### config.mk
export PLATFORM = sky130hd
export DESIGN_NAME = wav_stream_parser
export DESIGN_NICKNAME = d
export VERILOG_FILES = /design/src/rtl/core/wsp_pkg.sv /design/src/rtl/core/wsp_in_reg.sv /design/src/rtl/core/wsp_parse_core.sv /design/src/rtl/core/wsp_out_reg.sv /design/src/rtl/core/wav_stream_parser.sv
export SDC_FILE = /design/constraint.sdc
export NUM_CORES = 1
export LEC_CHECK = 0
export ABC_AREA = 0
export BUFFER_PORTS_ARGS = -buffer_cell sky130_fd_sc_hd__buf_2
export CORE_ASPECT_RATIO = 1.25
export CORE_MARGIN = 8
export CORE_UTILIZATION = 40
export DETAILED_ROUTE_END_ITERATION = 10
export PLACE_DENSITY_LB_ADDON = 0.3
export SLEW_MARGIN = 20
export SYNTH_ARGS = -nofsm -noshare
export SYNTH_HDL_FRONTEND = slang
export SYNTH_SLANG_ARGS = --single-unit
export TNS_END_PERCENT = 30
### constraint.sdc
create_clock -name clock -period 9.1 [get_ports clock]
set_input_delay 0.91 -clock clock [delete_from_list [all_inputs] [get_ports clock]]
set_output_delay 0.91 -clock clock [all_outputs]
set_load 0.05 [all_outputs]
### src/rtl/core/wsp_pkg.sv
// ----------------------------------------------------------------------------
// wsp_pkg
// Shared types and constants of the WAV stream parser.
// ----------------------------------------------------------------------------
`default_nettype none

package wsp_pkg;

   localparam logic [31:0] TAG_RIFF = 32'h4646_4952;
   localparam logic [31:0] TAG_WAVE = 32'h4556_4157;
   localparam logic [31:0] TAG_FMT  = 32'h2074_6D66;
   localparam logic [31:0] TAG_DATA = 32'h6174_6164;
   localparam logic [31:0] FMT_SIZE = 32'd16;

   localparam int FRAME_POS_W = 17;

   typedef enum logic [2:0] {
      PH_HEADER = 3'd0,
      PH_WAVE   = 3'd1,
      PH_FMT    = 3'd2,
      PH_DATA   = 3'd3,
      PH_SKIP   = 3'd4,
      PH_PAD    = 3'd5,
      PH_STOP   = 3'd6
   } phase_type;

   typedef enum logic [1:0] {
      EV_FRAME  = 2'd0,
      EV_FORMAT = 2'd1,
      EV_ERROR  = 2'd2
   } event_kind_type;

   typedef struct packed {
      logic [7:0] file_byte;
      logic       start_of_file;
   } item_type;

   typedef struct packed {
      logic                valid;
      event_kind_type      kind;
      logic signed [15:0]  left_sample;
      logic signed [15:0]  right_sample;
      logic [31:0]         sample_rate;
      logic [15:0]         channel_count;
      logic [15:0]         sample_bits;
   } event_type;

endpackage

`default_nettype wire

### src/rtl/core/wsp_in_reg.sv
// ----------------------------------------------------------------------------
// wsp_in_reg
// Input register: holds one byte item until the parse stage consumes it.
// ----------------------------------------------------------------------------
`default_nettype none

module wsp_in_reg (
   input  wire logic              clock,
   input  wire logic              reset,
   input  wire logic              req_tvalid,
   output logic                   req_tready,
   input  wire logic [7:0]        req_tdata,
   input  wire logic              req_tuser,
   input  wire logic              advance,
   output logic                   item_valid,
   output wsp_pkg::item_type      item
);

   logic              valid_ff;
   logic              valid_in;
   wsp_pkg::item_type item_ff;

   assign req_tready = !valid_ff || advance;
   assign valid_in   = req_tready ? req_tvalid : valid_ff;

   always_ff @(posedge clock) begin
      if (reset) begin
         valid_ff <= 1'b0;
      end else begin
         valid_ff <= valid_in;
      end
   end

   always_ff @(posedge clock) begin
      if (req_tvalid && req_tready) begin
         item_ff.file_byte     <= req_tdata;
         item_ff.start_of_file <= req_tuser;
      end
   end

   assign item_valid = valid_ff;
   assign item       = item_ff;

endmodule

`default_nettype wire

### src/rtl/core/wsp_parse_core.sv
// ----------------------------------------------------------------------------
// wsp_parse_core
// Chunk parser state and the one-step update for a single file byte.
// ----------------------------------------------------------------------------
`default_nettype none

module wsp_parse_core (
   input  wire logic              clock,
   input  wire logic              reset,
   input  wire logic              step_en,
   input  wire wsp_pkg::item_type item,
   output wsp_pkg::event_type     evt
);

   wsp_pkg::phase_type phase_ff, phase_in, cur_phase;
   logic [3:0]   pos_ff, pos_in, cur_pos;
   logic [31:0]  tag_ff, tag_in, cur_tag;
   logic [31:0]  len_ff, len_in, cur_len;
   logic         fmt_seen_ff, fmt_seen_in, cur_fmt_seen;
   logic [15:0]  chan_ff, chan_in, cur_chan;
   logic [31:0]  rate_ff, rate_in, cur_rate;
   logic [15:0]  depth_ff, depth_in, cur_depth;
   logic [wsp_pkg::FRAME_POS_W-1:0] fpos_ff, fpos_in, cur_fpos;
   logic [wsp_pkg::FRAME_POS_W-1:0] fbytes_ff, fbytes_in, cur_fbytes;
   logic         pad_ff, pad_in, cur_pad;
   logic [7:0]   low_ff, low_in, cur_low;
   logic [15:0]  left_ff, left_in, cur_left;
   logic [15:0]  right_ff, right_in, cur_right;

   logic         sof;
   logic [7:0]   b;
   logic [31:0]  len_dec;
   logic         body_last;
   logic [wsp_pkg::FRAME_POS_W:0] fpos_inc;
   logic         frame_done;
   logic         depth_ok;

   assign sof = item.start_of_file;
   assign b   = item.file_byte;

   // a start flag makes this byte see the post-reset state
   assign cur_phase    = sof ? wsp_pkg::PH_HEADER : phase_ff;
   assign cur_pos      = sof ? '0 : pos_ff;
   assign cur_tag      = sof ? '0 : tag_ff;
   assign cur_len      = sof ? '0 : len_ff;
   assign cur_fmt_seen = sof ? 1'b0 : fmt_seen_ff;
   assign cur_chan     = sof ? '0 : chan_ff;
   assign cur_rate     = sof ? '0 : rate_ff;
   assign cur_depth    = sof ? '0 : depth_ff;
   assign cur_fpos     = sof ? '0 : fpos_ff;
   assign cur_fbytes   = sof ? '0 : fbytes_ff;
   assign cur_pad      = sof ? 1'b0 : pad_ff;
   assign cur_low      = sof ? '0 : low_ff;
   assign cur_left     = sof ? '0 : left_ff;
   assign cur_right    = sof ? '0 : right_ff;

   assign len_dec    = cur_len - 32'd1;
   assign body_last  = (len_dec == 32'd0);
   assign fpos_inc   = {1'b0, cur_fpos} + {{wsp_pkg::FRAME_POS_W{1'b0}}, 1'b1};
   assign frame_done = (fpos_inc >= {1'b0, cur_fbytes});
   assign depth_ok   = ((cur_depth == 16'd8) || (cur_depth == 16'd16)) && (cur_chan != 16'd0);

   always_comb begin
      phase_in    = cur_phase;
      pos_in      = cur_pos;
      tag_in      = cur_tag;
      len_in      = cur_len;
      fmt_seen_in = cur_fmt_seen;
      chan_in     = cur_chan;
      rate_in     = cur_rate;
      depth_in    = cur_depth;
      fpos_in     = cur_fpos;
      fbytes_in   = cur_fbytes;
      pad_in      = cur_pad;
      low_in      = cur_low;
      left_in     = cur_left;
      right_in    = cur_right;
      evt         = '0;

      unique case (cur_phase)
         wsp_pkg::PH_HEADER: begin
            if (!cur_pos[2]) begin
               if (cur_pos == 4'd0) begin
                  tag_in = '0;
               end
               tag_in[8*cur_pos[1:0] +: 8] = tag_in[8*cur_pos[1:0] +: 8] | b;
            end else begin
               if (cur_pos == 4'd4) begin
                  len_in = '0;
               end
               len_in[8*cur_pos[1:0] +: 8] = len_in[8*cur_pos[1:0] +: 8] | b;
            end
            if (cur_pos >= 4'd7) begin
               pos_in = '0;
               if (tag_in == wsp_pkg::TAG_RIFF) begin
                  tag_in   = '0;
                  phase_in = wsp_pkg::PH_WAVE;
               end else if (tag_in == wsp_pkg::TAG_FMT) begin
                  if (len_in != wsp_pkg::FMT_SIZE) begin
                     phase_in  = wsp_pkg::PH_STOP;
                     evt.valid = 1'b1;
                     evt.kind  = wsp_pkg::EV_ERROR;
                  end else begin
                     phase_in = wsp_pkg::PH_FMT;
                  end
               end else if (tag_in == wsp_pkg::TAG_DATA && !cur_fmt_seen) begin
                  phase_in  = wsp_pkg::PH_STOP;
                  evt.valid = 1'b1;
                  evt.kind  = wsp_pkg::EV_ERROR;
               end else begin
                  // data with a usable format, or a chunk to skip
                  if (tag_in == wsp_pkg::TAG_DATA && depth_ok) begin
                     fbytes_in = (cur_depth == 16'd16) ? {cur_chan, 1'b0} : {1'b0, cur_chan};
                     fpos_in   = '0;
                  end
                  if (len_in == 32'd0) begin
                     phase_in = wsp_pkg::PH_HEADER;
                  end else begin
                     pad_in   = len_in[0];
                     phase_in = (tag_in == wsp_pkg::TAG_DATA && depth_ok) ?
                                wsp_pkg::PH_DATA : wsp_pkg::PH_SKIP;
                  end
               end
            end else begin
               pos_in = cur_pos + 4'd1;
            end
         end

         wsp_pkg::PH_WAVE: begin
            tag_in[8*cur_pos[1:0] +: 8] = tag_in[8*cur_pos[1:0] +: 8] | b;
            if (cur_pos >= 4'd3) begin
               pos_in = '0;
               if (tag_in != wsp_pkg::TAG_WAVE) begin
                  phase_in  = wsp_pkg::PH_STOP;
                  evt.valid = 1'b1;
                  evt.kind  = wsp_pkg::EV_ERROR;
               end else begin
                  phase_in = wsp_pkg::PH_HEADER;
               end
            end else begin
               pos_in = cur_pos + 4'd1;
            end
         end

         wsp_pkg::PH_FMT: begin
            case (cur_pos)
               4'd2:  chan_in[7:0]   = b;
               4'd3:  chan_in[15:8]  = b;
               4'd4, 4'd5, 4'd6, 4'd7: rate_in[8*cur_pos[1:0] +: 8] = b;
               4'd14: depth_in[7:0]  = b;
               4'd15: depth_in[15:8] = b;
               default: ;
            endcase
            if (cur_pos == 4'd15) begin
               pos_in            = '0;
               fmt_seen_in       = 1'b1;
               phase_in          = wsp_pkg::PH_HEADER;
               evt.valid         = 1'b1;
               evt.kind          = wsp_pkg::EV_FORMAT;
               evt.sample_rate   = rate_in;
               evt.channel_count = chan_in;
               evt.sample_bits   = depth_in;
            end else begin
               pos_in = cur_pos + 4'd1;
            end
         end

         wsp_pkg::PH_DATA: begin
            if (cur_depth == 16'd8) begin
               // unsigned 8-bit to signed, scaled into the upper byte
               if (cur_fpos == '0) begin
                  left_in = {b ^ 8'h80, 8'h00};
               end else if (cur_fpos == {{(wsp_pkg::FRAME_POS_W-1){1'b0}}, 1'b1}) begin
                  right_in = {b ^ 8'h80, 8'h00};
               end
            end else begin
               case (cur_fpos)
                  17'd0, 17'd2: low_in   = b;
                  17'd1:        left_in  = {b, cur_low};
                  17'd3:        right_in = {b, cur_low};
                  default: ;
               endcase
            end
            if (frame_done) begin
               fpos_in          = '0;
               evt.valid        = 1'b1;
               evt.kind         = wsp_pkg::EV_FRAME;
               evt.left_sample  = left_in;
               evt.right_sample = (cur_chan == 16'd1) ? left_in : right_in;
            end else begin
               fpos_in = fpos_inc[wsp_pkg::FRAME_POS_W-1:0];
            end
            len_in = len_dec;
            if (body_last) begin
               pos_in   = '0;
               phase_in = cur_pad ? wsp_pkg::PH_PAD : wsp_pkg::PH_HEADER;
               pad_in   = 1'b0;
            end
         end

         wsp_pkg::PH_SKIP: begin
            len_in = len_dec;
            if (body_last) begin
               pos_in   = '0;
               phase_in = cur_pad ? wsp_pkg::PH_PAD : wsp_pkg::PH_HEADER;
               pad_in   = 1'b0;
            end
         end

         wsp_pkg::PH_PAD: begin
            pos_in   = '0;
            phase_in = wsp_pkg::PH_HEADER;
         end

         default: ;
      endcase
   end

   always_ff @(posedge clock) begin
      if (reset) begin
         phase_ff    <= wsp_pkg::PH_HEADER;
         pos_ff      <= '0;
         tag_ff      <= '0;
         len_ff      <= '0;
         fmt_seen_ff <= 1'b0;
         chan_ff     <= '0;
         rate_ff     <= '0;
         depth_ff    <= '0;
         fpos_ff     <= '0;
         fbytes_ff   <= '0;
         pad_ff      <= 1'b0;
         low_ff      <= '0;
         left_ff     <= '0;
         right_ff    <= '0;
      end else if (step_en) begin
         phase_ff    <= phase_in;
         pos_ff      <= pos_in;
         tag_ff      <= tag_in;
         len_ff      <= len_in;
         fmt_seen_ff <= fmt_seen_in;
         chan_ff     <= chan_in;
         rate_ff     <= rate_in;
         depth_ff    <= depth_in;
         fpos_ff     <= fpos_in;
         fbytes_ff   <= fbytes_in;
         pad_ff      <= pad_in;
         low_ff      <= low_in;
         left_ff     <= left_in;
         right_ff    <= right_in;
      end
   end

   a_error_stops: assert property (@(posedge clock) disable iff (reset)
      step_en && evt.valid && evt.kind == wsp_pkg::EV_ERROR |=> phase_ff == wsp_pkg::PH_STOP)
      else $error("error item did not stop the parser");

   a_format_marks_seen: assert property (@(posedge clock) disable iff (reset)
      step_en && evt.valid && evt.kind == wsp_pkg::EV_FORMAT |=> fmt_seen_ff)
      else $error("format item without format marked seen");

   a_stopped_silent: assert property (@(posedge clock) disable iff (reset)
      phase_ff == wsp_pkg::PH_STOP && !sof |-> !evt.valid)
      else $error("stopped parser produced an item");

   a_frame_in_data: assert property (@(posedge clock) disable iff (reset)
      evt.valid && evt.kind == wsp_pkg::EV_FRAME |-> cur_phase == wsp_pkg::PH_DATA)
      else $error("sample frame outside a data chunk");

endmodule

`default_nettype wire

### src/rtl/core/wsp_out_reg.sv
// ----------------------------------------------------------------------------
// wsp_out_reg
// Result register: holds one result item until the sink takes it.
// ----------------------------------------------------------------------------
`default_nettype none

module wsp_out_reg (
   input  wire logic               clock,
   input  wire logic               reset,
   input  wire logic               load,
   input  wire wsp_pkg::event_type evt,
   output logic                    out_free,
   output logic                    rsp_tvalid,
   input  wire logic               rsp_tready,
   output logic [95:0]             rsp_tdata,
   output logic [1:0]              rsp_tuser
);

   logic               valid_ff;
   logic               valid_in;
   wsp_pkg::event_type evt_ff;

   assign out_free = !valid_ff || rsp_tready;

   always_comb begin
      if (load) begin
         valid_in = 1'b1;
      end else if (rsp_tready) begin
         valid_in = 1'b0;
      end else begin
         valid_in = valid_ff;
      end
   end

   always_ff @(posedge clock) begin
      if (reset) begin
         valid_ff <= 1'b0;
      end else begin
         valid_ff <= valid_in;
      end
   end

   always_ff @(posedge clock) begin
      if (load) begin
         evt_ff <= evt;
      end
   end

   assign rsp_tvalid = valid_ff;
   assign rsp_tdata  = {evt_ff.sample_bits, evt_ff.channel_count, evt_ff.sample_rate,
                        evt_ff.right_sample, evt_ff.left_sample};
   assign rsp_tuser  = evt_ff.kind;

endmodule

`default_nettype wire

### src/rtl/core/wav_stream_parser.sv
// path: an accepted byte is held in the input register and parsed from there; its result item is
//   then held in the result register, which drives rsp
// throughput: one byte per cycle while results are taken, set by the one-step update of the chunk state
// a byte that yields a result waits only if the result register is still full
// reset: synchronous, clears both item registers and returns the parser to the
//   chunk header phase with no format known
// ----------------------------------------------------------------------------
// wav_stream_parser
// RIFF/WAVE byte-stream parser producing format items and stereo Q1.15 frames.
// ----------------------------------------------------------------------------
`default_nettype none

module wav_stream_parser (
   input  wire logic        clock,
   input  wire logic        reset,
   input  wire logic        req_tvalid,
   output logic             req_tready,
   input  wire logic [7:0]  req_tdata,   // [7:0] file_byte
   input  wire logic        req_tuser,   // [0] start_of_file
   output logic             rsp_tvalid,
   input  wire logic        rsp_tready,
   output logic [95:0]      rsp_tdata,   // [15:0] left_sample, [31:16] right_sample,
                                         // [63:32] sample_rate, [79:64] channel_count,
                                         // [95:80] sample_bits
   output logic [1:0]       rsp_tuser    // [1:0] event_kind
);

   logic               item_valid;
   wsp_pkg::item_type  item;
   wsp_pkg::event_type evt;
   logic               out_free;
   logic               advance;

   assign advance = item_valid && (!evt.valid || out_free);

   wsp_in_reg u_in_reg (
      .clock      (clock),
      .reset      (reset),
      .req_tvalid (req_tvalid),
      .req_tready (req_tready),
      .req_tdata  (req_tdata),
      .req_tuser  (req_tuser),
      .advance    (advance),
      .item_valid (item_valid),
      .item       (item)
   );

   wsp_parse_core u_parse_core (
      .clock   (clock),
      .reset   (reset),
      .step_en (advance),
      .item    (item),
      .evt     (evt)
   );

   wsp_out_reg u_out_reg (
      .clock      (clock),
      .reset      (reset),
      .load       (advance && evt.valid),
      .evt        (evt),
      .out_free   (out_free),
      .rsp_tvalid (rsp_tvalid),
      .rsp_tready (rsp_tready),
      .rsp_tdata  (rsp_tdata),
      .rsp_tuser  (rsp_tuser)
   );

endmodule

`default_nettype wire
# Yosys cells after proc, flatten, opt, wreduce, memory -nomap -nowiden

Cells that the tools add are included.

Flip-flop bits (word level): 320
Bits of input ports: 13
Logic and storage cells: 198

Add/subtract/negate cells: 4
Magnitude comparators: 3
Equal/unequal tests: 24
Shift-type cells: 8
Multiplexer cells: 105
Bitwise gates (word level): 4
Reduce and logical (&&, ||, !) cells: 26

Operators with widths:

| kind                                                     | number |
|---|---|
| 2-to-1 mux 32 bit                                        | 17 |
| 2-to-1 mux 16 bit                                        | 16 |
| 2-to-1 mux 17 bit                                        | 15 |
| variable part select 8 x 34 -> 32 bit                    | 4 |
| bitwise mux 32 bit                                       | 4 |
| one-hot mux 32 bit (2 select lines)                      | 2 |
| variable part select 32 x 6 -> 8 bit                     | 3 |
| == test 32 x 31 -> 1 bit (second input constant)         | 2 |
| zero test 32 bit                                         | 2 |
| 2-to-1 mux 8 bit                                         | 8 |
| 2-to-1 mux 3 bit                                         | 20 |
| 2-to-1 mux 35 bit                                        | 1 |
| == test 17 x 2 -> 1 bit (second input constant)          | 2 |
| negator 5 -> 34 bit                                      | 1 |
| one-hot mux 17 bit (2 select lines)                      | 1 |
| variable shift 8 x 34 -> 32 bit (first input constant)   | 1 |
| == test 32 x 30 -> 1 bit (second input constant)         | 1 |
| inequality test 32 x 31 -> 1 bit (second input constant) | 1 |
| inequality test 32 x 5 -> 1 bit (second input constant)  | 1 |
| subtractor 32 x 1 -> 32 bit (second input constant)      | 1 |
| OR 8 bit                                                 | 3 |
| 2-to-1 mux 4 bit                                         | 5 |
| one-hot mux 4 bit (5 select lines)                       | 1 |
| adder 17 x 1 -> 18 bit (second input constant)           | 1 |
| 30 further kinds                                         | 61 |

# Depth between registers and ports, before layout

Gate-level depths: netlist (run 1).

Depth after elaboration: 23
Mapped depth: 32

# Hierarchy

A second synthesis (run 1) with hierarchy kept.

Cells, all modules: 2220
Area, all modules: 18542.8 um^2

By module, submodules not included:

| module            | instances | cells an instance | area an instance (um^2) |
|---|---|---|---|
| wsp_parse_core    | 1         | 2101              | 15209.6 |
| wsp_out_reg       | 1         | 102               | 2989.1 |
| wsp_in_reg        | 1         | 14                | 325.3 |
| wav_stream_parser | 1         | 3                 | 18.8 |

# Least setup slack after synthesis (run 1)

Ideal clock, no wire load.

Path type: reg2reg
From: register u_in_reg.item_ff (netlist bit u_in_reg.item[0])
To: register u_out_reg.evt_ff (netlist bit u_out_reg.rsp_tdata[0]) (enable)
Data arrival time: 8.892 ns
Data required time: 8.544 ns
Path slack: -0.347 ns
Cell stages (with the launch flop): 28
Buffers on the path: 8
Cells stage by stage: edfxtp_1 buf_4 clkinv_1 buf_2 buf_2 buf_1 clkbuf_1 clkbuf_1 clkbuf_1 buf_1 nand2_1 inv_1 ha_1 nand4_1 or2_2 nor2_1 nand3_1 xor2_1 nor2_1 ha_1 inv_1 o41ai_1 a211oi_1 o21ai_0 nand2_1 nand3_1 nor2_1 nor2_1

Cells in the longest elaborated chain, start to end: 22
Elaborated cells between the ends (all ways): 63
Those cells by class: 2 x add/sub; 3 x order compare; 10 x eq/ne; 7 x shift; 30 x mux; 3 x bitwise; 8 x reduce/logical

RTL lines:

| element                                | RTL line                | text |
|---|---|---|
| start: declaration                     | wsp_in_reg.sv:21        | `wsp_pkg::item_type item_ff;` |
| 2-to-1 mux 4 bit                       | wsp_parse_core.sv:43    | `assign cur_pos = sof ? '0 : pos_ff;` |
| zero test 4 bit                        | wsp_parse_core.sv:83    | `if (cur_pos == 4'd0) begin` |
| 2-to-1 mux 32 bit                      | wsp_parse_core.sv:83    |  |
| 2-to-1 mux 32 bit                      | wsp_parse_core.sv:82    | `if (!cur_pos[2]) begin` |
| 2-to-1 mux 32 bit                      | wsp_parse_core.sv:80    | `unique case (cur_phase)` |
| variable part select 32 x 6 -> 8 bit   | wsp_parse_core.sv:86    | `tag_in[8*cur_pos[1:0] +: 8] = tag_in[8*cur_pos[1:0] +: 8] \| b;` |
| OR 8 bit                               | wsp_parse_core.sv:86    |  |
| variable part select 8 x 34 -> 32 bit  | wsp_parse_core.sv:86    |  |
| [... 7 more ...]                       | n/a                     |  |
| 2-to-1 mux 3 bit                       | wsp_parse_core.sv:95    | `if (tag_in == wsp_pkg::TAG_RIFF) begin` |
| 2-to-1 mux 3 bit                       | wsp_parse_core.sv:93    | `if (cur_pos >= 4'd7) begin` |
| one-hot mux 3 bit (4 select lines) (*) | wsp_parse_core.sv:80    |  |
| zero test 1 bit                        | wav_stream_parser.sv:34 | `assign advance = item_valid && (!evt.valid \|\| out_free);` |
| logical OR 1 bit                       | wav_stream_parser.sv:34 |  |
| logical AND 1 bit                      | wav_stream_parser.sv:34 |  |
| logical AND 1 bit (*)                  | wav_stream_parser.sv:59 | `.load (advance && evt.valid),` |
| via u_out_reg.load                     | wsp_out_reg.sv:10       | `input wire logic load,` |
| end signal: assignment                 | wsp_out_reg.sv:45       | `evt_ff <= evt;` |
| end: declaration                       | wsp_out_reg.sv:21       | `wsp_pkg::event_type evt_ff;` |

The timed path passes the listed nets; every way through them passes the cells marked *. The select of a mux whose other input is x is not followed.
A chain may end at the register's enable or synchronous reset.

# Final worst setup path (run 1)

From: register u_parse_core.pos_ff[1]
To: output req_tready

Cells in the longest elaborated chain, start to end: 22
Elaborated cells between the ends (all ways): 49
Those cells by class: 1 x add/sub; 2 x order compare; 7 x eq/ne; 7 x shift; 23 x mux; 3 x bitwise; 6 x reduce/logical

RTL lines:

| element                                | RTL line                | text |
|---|---|---|
| start: declaration                     | wsp_parse_core.sv:16    | `logic [3:0] pos_ff, pos_in, cur_pos;` |
| start signal: assignment               | wsp_parse_core.sv:237   | `pos_ff <= pos_in;` |
| 2-to-1 mux 4 bit (*)                   | wsp_parse_core.sv:43    |  |
| zero test 4 bit                        | wsp_parse_core.sv:83    |  |
| 2-to-1 mux 32 bit                      | wsp_parse_core.sv:83    |  |
| 2-to-1 mux 32 bit                      | wsp_parse_core.sv:82    |  |
| 2-to-1 mux 32 bit                      | wsp_parse_core.sv:80    |  |
| variable part select 32 x 6 -> 8 bit   | wsp_parse_core.sv:86    |  |
| OR 8 bit                               | wsp_parse_core.sv:86    |  |
| variable part select 8 x 34 -> 32 bit  | wsp_parse_core.sv:86    |  |
| [... 6 more ...]                       | n/a                     |  |
| 2-to-1 mux 3 bit                       | wsp_parse_core.sv:98    | `end else if (tag_in == wsp_pkg::TAG_FMT) begin` |
| 2-to-1 mux 3 bit                       | wsp_parse_core.sv:95    |  |
| 2-to-1 mux 3 bit                       | wsp_parse_core.sv:93    |  |
| one-hot mux 3 bit (4 select lines) (*) | wsp_parse_core.sv:80    |  |
| zero test 1 bit (*)                    | wav_stream_parser.sv:34 |  |
| logical OR 1 bit (*)                   | wav_stream_parser.sv:34 |  |
| logical AND 1 bit (*)                  | wav_stream_parser.sv:34 |  |
| logical OR 1 bit (*)                   | wsp_in_reg.sv:23        | `assign req_tready = !valid_ff \|\| advance;` |
| end: declaration                       | wav_stream_parser.sv:17 | `output logic req_tready,` |

Mark *: on every way between the ends. The rest lies on a longest branch, timed or not. The select of a mux whose other input is x is not followed.

==> results of run 1 <==
==> cell usage in the layout (no fill, tap or decap), types with 29 or more instances in the layout <==
cell type / instances
a22o_1: 61
inv_1: 45
o22ai_1: 37
nor3_1: 80
nand2b_1: 29
buf_2: 111
clkbuf_16: 36
nand2_1: 193
o21ai_0: 89
nor2_1: 253
edfxtp_1: 107
o2bb2ai_1: 55
nor4_1: 37
a31oi_1: 38
a22oi_1: 63
nand3_1: 54
a211oi_1: 29
dfxtp_1: 212
a21oi_1: 160
buf_4: 56
nor2b_1: 40
==> cell type report <==
cell class	count	area share, %
inverter	49	0.8591
clock buffer	43	4.348
multi-input combinational	1723	50.66
clock inverter	21	1.074
tap	644	3.738
timing repair buffer	168	4.621
sequential	320	34.70
==> Yosys cell counts, drive strengths merged, types with 28 or more instances <==
library cell,instances,area share [%]
a22oi,63,2.4
clkbuf,125,2.4
nand3,54,1.4
nand4,28,0.90
dfxtp,213,22
edfxtp,107,17
nor4,40,1.5
nand2b,29,0.93
o22ai,37,1.2
buf,69,2.1
o21ai,100,2.6
nand2,193,3.7
inv,46,0.89
nor2,257,5.0
o2bb2ai,64,3.2
nor3,85,2.3
a31oi,38,1.2
nor2b,41,1.3
a21oi,169,4.7
a211oi,32,1.3
a22o,61,2.8
mux2i,28,1.4
==> power by group through the flow <==
stage | registers [mW] | clock network, mW | logic, mW
2_1_floorplan | 1.55 | 0 | 0.416
6_report | 1.54 | 1.46 | 0.643
3_5_place_dp | 1.57 | 0 | 0.617
5_1_grt | 1.54 | 1.54 | 0.671
4_1_cts | 1.54 | 1.49 | 0.619
3_3_place_gp | 1.57 | 0 | 0.623
==> cell families after synthesis <==
group                    after synthesis  share of synthesized area [%]
buffers and inverters                243                          5.442
flip-flops                           320                          38.53
XOR/XNOR                              22                         0.9930
adder cells (fa/ha/maj)               27                          1.741
multiplexers                          39                          2.083
AO/OA/AOI/OAI                        778                          29.34
AND/OR/NAND/NOR                      857                          21.86
==> final timing paths <==
kind                                                 end  slack, ns
hold reg to reg   u_parse_core.right_ff[13]$_SDFFE_PP0P_       0.46
hold / removal    u_parse_core.right_ff[13]$_SDFFE_PP0P_       0.46
setup / recovery                              req_tready       1.42
setup reg to reg    u_parse_core.len_ff[25]$_SDFFE_PP0P_       1.99
==> state kept, by name, indices dropped and copies added, names as in the netlist, 4 cells and up <==
signal and cells:
u_out_reg.rsp_tdata 96, u_parse_core.len_ff 32, u_parse_core.rate_ff 32, u_parse_core.tag_ff 32, u_parse_core.fbytes_ff 17, u_parse_core.fpos_ff 17
u_parse_core.chan_ff 16, u_parse_core.depth_ff 16, u_parse_core.left_ff 16, u_parse_core.right_ff 16, u_in_reg.item 9, u_parse_core.low_ff 8
u_parse_core.pos_ff 4
==> worst reg2reg max path: stages, from the launching register on <==
cell and delay (ns):
dfxtp_1 0.59, nand2b_1 0.59, ha_1 0.59, buf_4 0.37, clkinv_1 0.41, o21ai_2 0.71, o22ai_1 0.24, a21oi_1 0.35
nand4_1 0.30, nor4_1 0.58, nand4_1 0.33, and3_4 0.29, o21ai_4 0.62, buf_4 0.39, a21oi_1 0.33, a22o_1 0.33
==> through the flow <==
step | instances | instance area (um2) | setup WS, ns | utilization, % | hold slack (ns)
after global routing | 2968 | 21550 | 1.222 | 44.83 | 0.4721
after global placement | 2904 | 20380 | 2.263 | 42.38 | 0.4355
final | 2968 | 21550 | 1.417 | 44.83 | 0.4565
after floorplan | 2286 | 19410 | 1.280 | - | 0.4243
after detailed placement | 2904 | 20380 | 2.198 | 42.39 | 0.4382
after CTS | 2968 | 21550 | 1.618 | 44.82 | 0.4571
==> per-layer routing <==
layer / up-vias / GRT usage [%] / part of all wire, %
li1: 8744 / - / -
met1: 9456 / 33.30 / 39
met2: 1164 / 44.06 / 46
met3: 316 / 3.877 / 8.3
met4: 0 / 16.42 / 6.8
met5: - / 0 / 0
==> results by group, run 1 <==
Floorplan
  – DIE HEIGHT: around 260 um
  – Row cnt: 90
  – Core ar.: slightly below 50000 um2
  – I/O pin cnt: about 110
  – Initial cell density of the core: 40.36%
  – Die ar.: 55860 um2
  – Chip width: about 210 um

Clock network
  – CTS tree: yes
  – Post-CTS setup buffer count: 0
  – Clk sinks: 320
  – Max H-tree Level: 2
  – Root buffer cell: clkbuf_16
  – CTS Buf Count: 35
  – Max Root-Sink Buffers: 3
  – Clock slew at reported path FFs: about 0.060 ns
  – CTS Hold Bufs: 0
  – Resized cells post-CTS: 0
  – Worst-Skew Late Latency: roughly 0.54 ns

Synthesis
  – Avg Inst Size Synth: 8.489 um2
  – Synth async-reset ratio: 0%
  – Register area share after synthesis: between 30% and 40%
  – Syn nets: 2326
  – Cell Area, Synth: around 19000 um2
  – Netlist cell types: 98
  – Post-Syn Instances: 2286
  – Yosys Warn Count: 0
  – EDFF count, synth: 107
  – Top FF cell, synth: dfxtp_1
  – #FFs+latches synth: 320

Final layout
  – Nets: between 2000 and 2500
  – Fillers: around 4700
  – Antenna diode count: 0
  – Area occupied by multi-input gates: roughly 11000 um2
  – P&R area growth vs syn: 11.08%
  – Register Area: about 7500 um2
  – Layout cell share with drive strength beyond 1: between 10% and 20%

STA
  – Setup-failing EPs final: 0
  – Worst-margin pin slew: roughly 1.2 ns
  – Fin. max-slew vios: 0
  – Period utilisation layout: a little over four fifths
  – RSZ-0062 raised after global routing: false
  – Fin Clk Skew: 0.01646 ns
  – Post-route setup TNS: 0 ns
  – Fmax: between 0.1 and 0.15 GHz
  – Final hold vios: 0
  – Slew margin rel.: between 10% and 20%
  – Crit path time final: between 7 and 8 ns

Critical path
  – Max FO, Critical Path: 26
  – Max incr delay on CP: about 0.71 ns
  – Crit. path cell count: 14
  – Reg2reg start: u_parse_core.pos_ff[1]$_SDFFE_PP0P_
  – Worst-path cell chain: nand2b_1 -> ha_1 -> buf_4 -> clkinv_1 -> o21ai_2 -> o22ai_1 -> a21oi_1 -> nand4_1 -> nor4_1 -> nand4_1 -> and3_4 -> o21ai_0 -> or2_2 -> buf_2
  – CP Launch Type: register
  – Arrival time at the worst endpoint: 6.77 ns
  – Critical path class: register to primary output
  – Buf/Inv on CP: 3
  – Worst Path Required: 8.19 ns
  – Critical path's slowest cell: o21ai_2
  – Critical Path Most Common Cell: nand4_1
  – Worst Setup End Kind: primary output
  – CP Launch Point: u_parse_core.pos_ff[1]$_SDFFE_PP0P_
  – Cell family with the largest share of critical-path delay: simple AND/OR/NAND/NOR gates
  – Reg2Reg Depth: 15

Placement
  – Gp weighted congestion: a little over 1
  – Port Buffers: around 110
  – DP Wirelength: approximately 55 mm

Power and ir drop
  – Cell Int Power: 2.528 mW
  – Static leakage: 7.215 nW
  – PD cells: about 170 nW/um2
  – Logic pwr share: between 15 and 20%
  – Seq pwr share: between 40% and 50%
  – Total Power: 3.647 mW
  – Clock power share: around two fifths
  – Sw power: ~1.1 mW
  – Peak supply drop: ~0.00013 V
  – Sw Ratio: just over 30%

Route
  – Final WL: slightly below 80 mm
  – DR pass1 iterations: 7
  – Final ANT Viol Nets: 0
  – Total number of vias: around 20000
  – # DRC: 0
  – Routed len/inst: ~26 um
  – DR vias/cell: around 6.6
  – DRT iter0 DRCs: approximately 2400

Hold path
  – HP Class: register to register
  – Hold path cells: 1
  – Hold Path Origin: u_parse_core.right_ff[13]$_SDFFE_PP0P_

Global routing
  – Grt total ovfl: 0
  – Vias in the first global route: 18960
  – Gr usage total: 27.05%
  – Largest net degree at the start of global routing: 142
  – Initial antenna violation count: 0
  – First-pass GRT wire length: 118.4 mm

Status
  – Status: completed

Flow run
  – Max Cap Viol: 0
Power figures use the tool's default switching activity.
==> inputs of run 2 (changes only) <==
==> constraint.sdc (replaced) <==
create_clock -name clock -period 6.6 [get_ports clock]
set_input_delay 0.66 -clock clock [delete_from_list [all_inputs] [get_ports clock]]
set_output_delay 0.66 -clock clock [all_outputs]
set_load 0.05 [all_outputs]
==> run 2 against run 1 <==
  * Worst setup slack worse by 1.2 ns
  * Die area is the same
  * Combinational power rose by 36%
  * Clock power up 34%
  * Via count hardly changed
  * Flip-flop and latch count did not move
  * Core utilization is 0.23 points higher
  * First-iteration DRC count up 5.9%
  * Sequential power increased by 38%
  * Critical path type unchanged
  * Largest cell class unchanged
==> results by group, run 2 (same netlist as run 1, synthesis figures left out) <==
Status
  – Status: completed

Global routing
  – Initial antenna violation count: 2
  – First-pass GRT wire length: between 100 and 150 mm
  – Grt total ovfl: 0
  – Gr usage total: a little over a quarter
  – Largest net degree at the start of global routing: 123
  – Vias in the first global route: 19020

Critical path
  – Worst Path Required: roughly 5.9 ns
  – Critical path class: register to primary output
  – CP Launch Point: u_in_reg.item[0]$_DFFE_PP_
  – Worst Setup End Kind: primary output
  – CP Launch Type: register
  – Reg2reg start: u_in_reg.item[0]$_DFFE_PP_
  – Arrival time at the worst endpoint: around 5.7 ns
  – Max FO, Critical Path: 21

Clock network
  – Max Root-Sink Buffers: 3
  – CTS Hold Bufs: 0
  – Clock slew at reported path FFs: 0.07 ns
  – Max H-tree Level: 2
  – Post-CTS setup buffer count: 0
  – Worst-Skew Late Latency: 0.54 ns
  – Clk sinks: 320
  – Root buffer cell: clkbuf_16
  – CTS tree: yes
  – Resized cells post-CTS: 0
  – CTS Buf Count: 35

Final layout
  – Commonest non-fill, non-tap cell in the layout: nor2_1
  – Final Core Density: a little under half
  – Most frequent cells in the layout: nor2_1, dfxtp_1, nand2_1, a21oi_1, buf_2
  – Fillers: about 4700
  – Layout cell share with drive strength beyond 1: 13.36%
  – P&R area growth vs syn: 11.64%
  – Largest register FFs: between 90 and 100
  – Antenna diode count: 0
  – Non-Filler Instances: 2980
  – Nets: 2351

STA
  – RSZ-0062 raised after global routing: false
  – Fmax: 0.1576 GHz
  – Post-route setup TNS: 0 ns
  – Final hold vios: 0
  – Crit path time final: 6.346 ns
  – Fin Clk Skew: between 0.02 and 0.025 ns
  – Setup-failing EPs final: 0
  – Fin. max-slew vios: 0
  – Slew margin rel.: ~28%
  – Worst-margin pin slew: between 1 and 1.5 ns
  – Period utilisation layout: between 90% and 100%

Placement
  – DP Wirelength: 54.49 mm
  – Port Buffers: approximately 110
  – Placed Cells: approximately 2900
  – Gp weighted congestion: 1.015

Hold path
  – HP Class: primary input to register
  – Hold Path Origin: req_tdata[1]

Route
  – Uppermost layer routed: met5
  – Final ANT Viol Nets: 0
  – DR pass1 iterations: 6
  – Met1 wire length: a little under 30 mm
  – Routed len/inst: 26.05 um
  – Met2 routed WL: between 30 and 40 mm
  – # DRC: 0
  – DR vias/cell: 6.605
  – Total number of vias: 19680
  – Final WL: around 78 mm
  – Detail Route met3 WL: roughly 6.8 mm
  – DRT iter0 DRCs: 2494

Floorplan
  – Initial cell density of the core: between 40% and 50%
  – Row cnt: 90
  – DIE HEIGHT: ~260 um
  – Chip width: between 200 and 250 um
  – Core ar.: ~48000 um2
  – I/O pin cnt: ~110
  – Die ar.: around 56000 um2

Power and ir drop
  – Peak supply drop: about 0.00015 V
  – Total Power: around 5.0 mW
  – PD cells: 229.4 nW/um2
  – Static leakage: 7.296 nW

Flow run
  – Max Cap Viol: 0
==> run 2: power breakdown <==
group	internal [mW]	leakage, nW	switching (mW)
clock network	1.13	0.551	0.835
registers	2.06	2.68	0.0722
logic	0.253	4.06	0.621
total	3.44	7.30	1.53
==> run 2: cell type report <==
cell class | count | area (um2) | share of cell area, %
clock buffer | 48 | 977.2 | 4.511
clock inverter | 14 | 152.6 | 0.7046
inverter | 49 | 185.2 | 0.8548
multi-input combinational | 1723 | 10920 | 50.40
sequential | 320 | 7478 | 34.52
tap | 644 | 805.8 | 3.719
timing repair buffer | 182 | 1146 | 5.290
==> run 2: through the flow <==
step	cell area, um2	setup slack, ns	hold WS [ns]
6_report	21660	0.2541	0.2909
5_1_grt	21660	0.1098	0.2865
4_1_cts	21640	0.4011	0.2812
3_5_place_dp	20510	0.8529	0.4401
3_3_place_gp	20510	0.8588	0.4356
2_1_floorplan	19410	0.01375	0.4243
==> run 2: worst paths after layout <==
kind | to | depth (start not counted) | slack, ns
worst min register to register | u_parse_core.fbytes_ff[13]$_SDFFE_PP0P_ | 2 | 0.45
worst max-delay path | req_tready | 14 | 0.25
worst min-delay path | u_in_reg.item[2]$_DFFE_PP_ | 1 | 0.29
worst max register to register | u_out_reg.rsp_tdata[81]$_SDFFCE_PN0P_ | 15 | 0.76
==> run 2: layer usage <==
metal | up-vias | global-route usage, %
met5 | - | 0
met4 | 4 | 16.19
met3 | 336 | 5.023
met2 | 1153 | 43.79
met1 | 9421 | 31.83
li1 | 8770 | -
==> run 2: worst max-delay path: stages, from the launching register on <==
cell	delay [ns]
edfxtp_1	0.47
nand2b_1	0.30
ha_1	0.42
buf_4	0.31
nor2_1	0.58
nand2_1	0.39
o22ai_1	0.32
nand2_1	0.19
nand4b_1	0.27
nor4_1	0.62
nor3_1	0.16
and3_4	0.21
o21ai_0	0.43
or2_2	0.22
buf_2	0.26
